**src/sv/modexp_pkg.sv**
```systemverilog
// shared types and constants for the modular exponentiation block
package modexp_pkg;

    localparam int BASE_WIDTH = 64;
    localparam int CNT_WIDTH  = 7;
    localparam logic [31:0] MODULUS_RESET = 32'd10000831;
    localparam logic [1:0]  REG_MODULUS   = 2'd0;

    typedef struct packed {
        logic load;
        logic red_step;
        logic mul;
        logic mul_sq;
        logic wr_acc;
        logic wr_sq;
        logic exp_shift;
    } modexp_cmd_t;

    typedef struct packed {
        logic exp_lsb;
    } modexp_status_t;

endpackage

```
**src/sv/modexp_dp.sv**
```systemverilog
// datapath: multiplier, bit-serial reducer, square, accumulator and exponent registers
module modexp_dp
    import modexp_pkg::*;
#(
    parameter int MOD_WIDTH = 32,
    parameter int EXP_WIDTH = 32
)
(
    input  logic                  clk,
    input  modexp_cmd_t           cmd,
    output modexp_status_t        status,
    input  logic [MOD_WIDTH-1:0]  modulus,
    input  logic [63:0]           base,
    input  logic [EXP_WIDTH-1:0]  exponent,
    output logic [MOD_WIDTH-1:0]  result
);

    localparam int PROD_WIDTH = 2 * MOD_WIDTH;

    logic [MOD_WIDTH-1:0]  sq_reg;
    logic [MOD_WIDTH-1:0]  acc_reg;
    logic [MOD_WIDTH-1:0]  rem_reg;
    logic [BASE_WIDTH-1:0] x_reg;
    logic [EXP_WIDTH-1:0]  exp_reg;

    logic [MOD_WIDTH-1:0]  mul_a;
    logic [PROD_WIDTH-1:0] prod;
    logic [MOD_WIDTH:0]    cand;
    logic [MOD_WIDTH:0]    cand_sub;
    logic [MOD_WIDTH-1:0]  rem_next;

    assign mul_a = cmd.mul_sq ? sq_reg : acc_reg;
    assign prod  = PROD_WIDTH'(mul_a) * PROD_WIDTH'(sq_reg);

    // shift in the next dividend bit, subtract once if it reaches the modulus
    assign cand     = {rem_reg, x_reg[BASE_WIDTH-1]};
    assign cand_sub = cand - {1'b0, modulus};
    assign rem_next = (cand >= {1'b0, modulus}) ? cand_sub[MOD_WIDTH-1:0]
                                                : cand[MOD_WIDTH-1:0];

    always_ff @(posedge clk)
    begin
        if (cmd.load)
        begin
            x_reg   <= base;
            rem_reg <= '0;
            exp_reg <= exponent;
            acc_reg <= (modulus == MOD_WIDTH'(1)) ? '0 : MOD_WIDTH'(1);
        end
        else
        begin
            if (cmd.mul)
            begin
                x_reg   <= BASE_WIDTH'(prod) << (BASE_WIDTH - PROD_WIDTH);
                rem_reg <= '0;
            end
            else if (cmd.red_step)
            begin
                x_reg   <= {x_reg[BASE_WIDTH-2:0], 1'b0};
                rem_reg <= rem_next;
            end
            if (cmd.wr_acc)
            begin
                acc_reg <= rem_next;
            end
            if (cmd.wr_sq)
            begin
                sq_reg <= rem_next;
            end
            if (cmd.exp_shift)
            begin
                exp_reg <= exp_reg >> 1;
            end
        end
    end

    assign status.exp_lsb = exp_reg[0];
    assign result = (modulus == '0) ? '0 : acc_reg;

endmodule

```
**src/sv/modexp_ctrl.sv**
```systemverilog
// controller state machine sequencing the square-and-multiply steps
module modexp_ctrl
    import modexp_pkg::*;
#(
    parameter int MOD_WIDTH = 32,
    parameter int EXP_WIDTH = 32
)
(
    input  logic           clk,
    input  logic           rst_n,
    input  logic           start,
    output logic           busy,
    output logic           done,
    output modexp_cmd_t    cmd,
    input  modexp_status_t status
);

    localparam int PROD_STEPS = 2 * MOD_WIDTH;
    localparam int BIT_CNT_W  = $clog2(EXP_WIDTH + 1);

    typedef enum logic [2:0] {
        S_IDLE,
        S_RED_BASE,
        S_NEXT,
        S_MUL_ACC,
        S_RED_ACC,
        S_MUL_SQ,
        S_RED_SQ,
        S_DONE
    } state_t;

    state_t                 state_reg, state_next;
    logic [CNT_WIDTH-1:0]   red_cnt_reg, red_cnt_next;
    logic [BIT_CNT_W-1:0]   bit_cnt_reg, bit_cnt_next;

    logic base_last;
    logic prod_last;

    assign base_last = (red_cnt_reg == CNT_WIDTH'(BASE_WIDTH - 1));
    assign prod_last = (red_cnt_reg == CNT_WIDTH'(PROD_STEPS - 1));

    always_comb
    begin
        state_next   = state_reg;
        red_cnt_next = red_cnt_reg;
        bit_cnt_next = bit_cnt_reg;
        cmd          = '0;
        unique case (state_reg)
            S_IDLE:
            begin
                if (start)
                begin
                    cmd.load     = 1'b1;
                    red_cnt_next = '0;
                    bit_cnt_next = '0;
                    state_next   = S_RED_BASE;
                end
            end
            S_RED_BASE:
            begin
                cmd.red_step = 1'b1;
                red_cnt_next = red_cnt_reg + CNT_WIDTH'(1);
                if (base_last)
                begin
                    cmd.wr_sq  = 1'b1;
                    state_next = S_NEXT;
                end
            end
            S_NEXT:
            begin
                red_cnt_next = '0;
                if (bit_cnt_reg == BIT_CNT_W'(EXP_WIDTH))
                begin
                    state_next = S_DONE;
                end
                else if (status.exp_lsb)
                begin
                    state_next = S_MUL_ACC;
                end
                else
                begin
                    state_next = S_MUL_SQ;
                end
            end
            S_MUL_ACC:
            begin
                cmd.mul      = 1'b1;
                red_cnt_next = '0;
                state_next   = S_RED_ACC;
            end
            S_RED_ACC:
            begin
                cmd.red_step = 1'b1;
                red_cnt_next = red_cnt_reg + CNT_WIDTH'(1);
                if (prod_last)
                begin
                    cmd.wr_acc = 1'b1;
                    state_next = S_MUL_SQ;
                end
            end
            S_MUL_SQ:
            begin
                cmd.mul      = 1'b1;
                cmd.mul_sq   = 1'b1;
                red_cnt_next = '0;
                state_next   = S_RED_SQ;
            end
            S_RED_SQ:
            begin
                cmd.red_step = 1'b1;
                red_cnt_next = red_cnt_reg + CNT_WIDTH'(1);
                if (prod_last)
                begin
                    cmd.wr_sq     = 1'b1;
                    cmd.exp_shift = 1'b1;
                    bit_cnt_next  = bit_cnt_reg + BIT_CNT_W'(1);
                    state_next    = S_NEXT;
                end
            end
            S_DONE:
            begin
                state_next = S_IDLE;
            end
            default:
            begin
                state_next = S_IDLE;
            end
        endcase
    end

    always_ff @(posedge clk or negedge rst_n)
    begin
        if (!rst_n)
        begin
            state_reg   <= S_IDLE;
            red_cnt_reg <= '0;
            bit_cnt_reg <= '0;
        end
        else
        begin
            state_reg   <= state_next;
            red_cnt_reg <= red_cnt_next;
            bit_cnt_reg <= bit_cnt_next;
        end
    end

    assign busy = (state_reg != S_IDLE);
    assign done = (state_reg == S_DONE);

endmodule

```
**src/sv/modular_exponentiation.sv**
```systemverilog
// top level: modulus register on the apb port, controller and datapath
// each request runs a base reduction, then per exponent bit an optional multiply and a square,
//   each result reduced by the bit-serial reducer, which takes one dividend bit per cycle
// one request at a time, next start taken once the controller has gone from done back to idle
// result holds on power for the single cycle that done is high; receiver cannot stall
// rst_n asynchronous active low: controller idles, modulus returns to 10000831
module modular_exponentiation
    import modexp_pkg::*;
#(
    parameter int MOD_WIDTH = 32,
    parameter int EXP_WIDTH = 32
)
(
    input  logic        clk,
    input  logic        rst_n,
    // request channel
    input  logic        start,
    output logic        busy,
    input  logic [63:0] base,
    input  logic [31:0] exponent,
    // result channel
    output logic        done,
    output logic [31:0] power,
    // configuration port
    input  logic        psel,
    input  logic        penable,
    input  logic        pwrite,
    input  logic [1:0]  paddr,
    input  logic [31:0] pwdata,
    output logic [31:0] prdata,
    output logic        pready
);

    logic [MOD_WIDTH-1:0] modulus_reg;
    logic [MOD_WIDTH-1:0] result;
    logic                 cfg_wr;
    modexp_cmd_t          cmd;
    modexp_status_t       status;

    // register writes complete on the access phase; only the modulus decodes
    assign pready = 1'b1;
    assign cfg_wr = psel && penable && pwrite && pready && (paddr == REG_MODULUS);
    assign prdata = (paddr == REG_MODULUS) ? 32'(modulus_reg) : '0;

    always_ff @(posedge clk or negedge rst_n)
    begin
        if (!rst_n)
        begin
            modulus_reg <= MOD_WIDTH'(MODULUS_RESET);
        end
        else if (cfg_wr)
        begin
            modulus_reg <= pwdata[MOD_WIDTH-1:0];
        end
    end

    // sequencer: base reduction, then per exponent bit an optional multiply and a square
    modexp_ctrl #(
        .MOD_WIDTH (MOD_WIDTH),
        .EXP_WIDTH (EXP_WIDTH)
    ) u_ctrl (
        .clk    (clk),
        .rst_n  (rst_n),
        .start  (start),
        .busy   (busy),
        .done   (done),
        .cmd    (cmd),
        .status (status)
    );

    // arithmetic: one multiplier for the multiply and square steps, and a restoring reducer shared by all steps
    modexp_dp #(
        .MOD_WIDTH (MOD_WIDTH),
        .EXP_WIDTH (EXP_WIDTH)
    ) u_dp (
        .clk      (clk),
        .cmd      (cmd),
        .status   (status),
        .modulus  (modulus_reg),
        .base     (base),
        .exponent (exponent[EXP_WIDTH-1:0]),
        .result   (result)
    );

    assign power = 32'(result);

`ifndef SYNTHESIS
    // a result only appears while a request is in flight
    assert property (@(posedge clk) disable iff (!rst_n) done |-> busy)
        else $error("done without busy");

    // an accepted request makes the block busy
    assert property (@(posedge clk) disable iff (!rst_n) (start && !busy) |=> busy)
        else $error("request accepted but block not busy");

    // exactly one result per request: the strobe lasts one cycle
    assert property (@(posedge clk) disable iff (!rst_n) done |=> !done)
        else $error("done held for more than one cycle");

    // the result is fully reduced
    assert property (@(posedge clk) disable iff (!rst_n)
        (done && (modulus_reg != '0)) |-> (result < modulus_reg))
        else $error("result not below modulus");
`endif

endmodule
```
**config.mk**
```make
export PLATFORM = sky130hd
export DESIGN_NAME = modular_exponentiation
export DESIGN_NICKNAME = d
export VERILOG_FILES = /design/src/sv/modexp_pkg.sv /design/src/sv/modexp_dp.sv /design/src/sv/modexp_ctrl.sv /design/src/sv/modular_exponentiation.sv
export SDC_FILE = /design/constraint.sdc
export NUM_CORES = 2
export LEC_CHECK = 0
export ABC_AREA = 1
export BUFFER_PORTS_ARGS = -buffer_cell sky130_fd_sc_hd__buf_4
export CAP_MARGIN = 20
export CORE_MARGIN = 2
export CORE_UTILIZATION = 50
export CTS_BUF_LIST = sky130_fd_sc_hd__clkbuf_4 sky130_fd_sc_hd__clkbuf_8
export DETAILED_ROUTE_END_ITERATION = 10
export HOLD_SLACK_MARGIN = 0.08
export MAX_ROUTING_LAYER = met4
export PLACE_DENSITY_LB_ADDON = 0.15
export SYNTH_ARGS = -nofsm -noshare
export SYNTH_HDL_FRONTEND = slang
export SYNTH_SLANG_ARGS = --single-unit
export TNS_END_PERCENT = 100
```
**constraint.sdc**
```tcl
create_clock -name clk -period 19.6 [get_ports clk]
set_clock_uncertainty 0.15 [all_clocks]
set_input_delay 1.96 -clock clk [delete_from_list [all_inputs] [get_ports clk]]
set_output_delay 1.96 -clock clk [all_outputs]
set_load 0.01 [all_outputs]
```
==> out/qor.yml <==
num-nets-final: 7479
grt_max_degree: 65
core_um2: 93600
cts.sinks: 240
hpwl_mm: 140
wl_per_cell_um: 22.3
postCtsHoldBufs: 0
ctsHtreeMaxLevel: 2
wirelength_mm: 166
synth.distinct_cells: 48
cts.clk_slew.worst_paths_ns: 0.06
rsz0062_at_grt: "no"
fin_cells: 7435
port_buffers: 201
numCtsBuffers: 41
cp.required_ns: 19.80
via_per_inst: 5.32
synth_ff_type: "edfxtp_1"
largest_reg_flops: 64
slew_headroom: 0.223
fp.dieH_um: 312
syn-cell-area_um2: 47300
route.detailed.drc: 0
synth_warnings: 0
maxCapViolCount: 0
clockRootBuffer: "clkbuf_8"
synthMostInstantiatedCell: "nand2_1"
drv_slew: 0
grt_pass1_wl_mm: 254
worst-setup-path-type: "register to register"
initialDrtViolationCount: 3394
io-pin-count: 203
rows: 112
first_global_vias: 41000
async_flop_share: 0.200
clock_latency_ns: 0.61
dp.cells: 7357
hold_class: "register to register"
nFillCells: 9180
cts-resized-gates: 0
hold_viol: 0
initial_core_util: 0.506
synth_common_cells: "nand2_1 (1542), inv_1 (1359), fa_1 (897), nor2_1 (847), ha_1 (298)"
status: "complete, no violations"
setup_viol: 0
drive_above_1_share: 0.0684
synthesis.nets: 7397
dieArea_um2: 97100
utilization: 0.542
die_w_um: 312
avgSynthCellArea_um2: 7.80
cts_tree: "built"
netlist_top_cells_area: "fa_1 (38%), nand2_1 (12%), inv_1 (11%)"
clock_path_buffers: 3
synth_top_area_share: 0.379
via_count: 39500
period_share: 0.502
slowest_stage: "clkinv_1"
arrival_ns: 10.04
grtUsageTotal: 0.360
synth_cells: 6066
cp_max_fo: 19
max_freq_mhz: 102
grt.overflow.total: 0
ys_seq_elements: 240
cts_setup_buffers: 0
crit_path_max_incr_delay_ns: 0.85
area_delta_synth_final_pct: 7.28
synth_edf_count: 160
tns_ns: 0
critPathLaunchType: "register"
fin_crit_ns: 9.84
antenna_found_initial: 2
place_congestion: 1.00
crit_top_cell: "nand2_1"
cp-end-kind: "register"
antenna_left: 0
worst_pin_slew_ns: 1.17
yosysTopAreaCell: "fa_1"
drtPass1Iterations: 7
synth_seq_area_share: 0.141
## critical path, delay by kind of cell (launching register included)
kind            cells  cell delay [ns]
buf+inv             8             2.48
compound gates      1             0.11
fa+ha+maj           9             4.73
simple gates       12             1.70
flops               1             0.37
## cell usage in the layout (no fill, tap or decap), types with 29 or more instances in the layout
cell      netlist  layout
nand2_1      1542    1542
inv_1        1359    1358
fa_1          897     897
nor2_1        847     846
ha_1          298     298
buf_4          10     268
nand3_1       170     170
a21oi_1       168     168
edfxtp_1      160     160
o21ai_0        55      50
clkbuf_8        0      43
dfrtp_1        34      34
dfxtp_1        32      32
a22o_1         29      29
## through the flow
stage                     hold WS (ns)  instance area [um^2]  setup WS, ns
after floorplan                  0.292                 47300         12.27
after global placement           0.310                 49900          9.49
after detailed placement         0.316                 49900          9.48
after CTS                        0.328                 50700          9.45
after global routing             0.348                 50800          9.42
final                            0.324                 50800          9.76
## final cells by class
class	instances	area, um^2	share of cell area
multi-input cells	4197	34400	0.677
flip-flops and latches	240	6660	0.131
inverters	1397	5250	0.103
repair buffers	271	2070	0.0408
well taps	1254	1570	0.0309
clock buffers	48	629	0.0124
clock inverters	27	219	0.00431
diodes	1	2.50	0.0000493
## worst paths after layout
kind | end | start | slack (ns) | depth (start not counted)
min reg2reg | u_dp.rem_reg[31] | u_dp.rem_reg[31] | 0.32 | 2
max | u_dp.x_reg[63] | u_dp.sq_reg[26] | 9.76 | 30
max reg2reg | u_dp.x_reg[63] | u_dp.sq_reg[26] | 9.76 | 30
min in group asynchronous | modulus_reg[25] | rst_n | 1.23 | 1
max in group asynchronous | modulus_reg[13] | rst_n | 17.62 | 1
min | u_dp.rem_reg[31] | u_dp.rem_reg[31] | 0.32 | 2
## cell families (layout without fill, tap and decap cells)
logic type,Yosys count,count (layout),synth area share
and+or+nand+nor,2659,2659,0.221
DFF,240,240,0.141
buffers and inverters,1629,1743,0.134
other,1,2,0.0000792
adders and majority gates,1195,1195,0.458
AOI/OAI and AO/OA,313,313,0.0403
xor gates and xnor gates,29,29,0.00537
## routing by layer
metal  routed length, um  global-route usage  share of wire  vias up
li1                    -                   -              -    17900
met1               66400               0.458           0.40    19600
met2               77700               0.572           0.47     1668
met3               13900              0.0624          0.083      297
met4                7970               0.144          0.048        0
met5                   0                   -              0        -
Power is left out: the tool's default activity adds up to more than one toggle a clock period on the data nets, which glitch-free logic cannot reach.
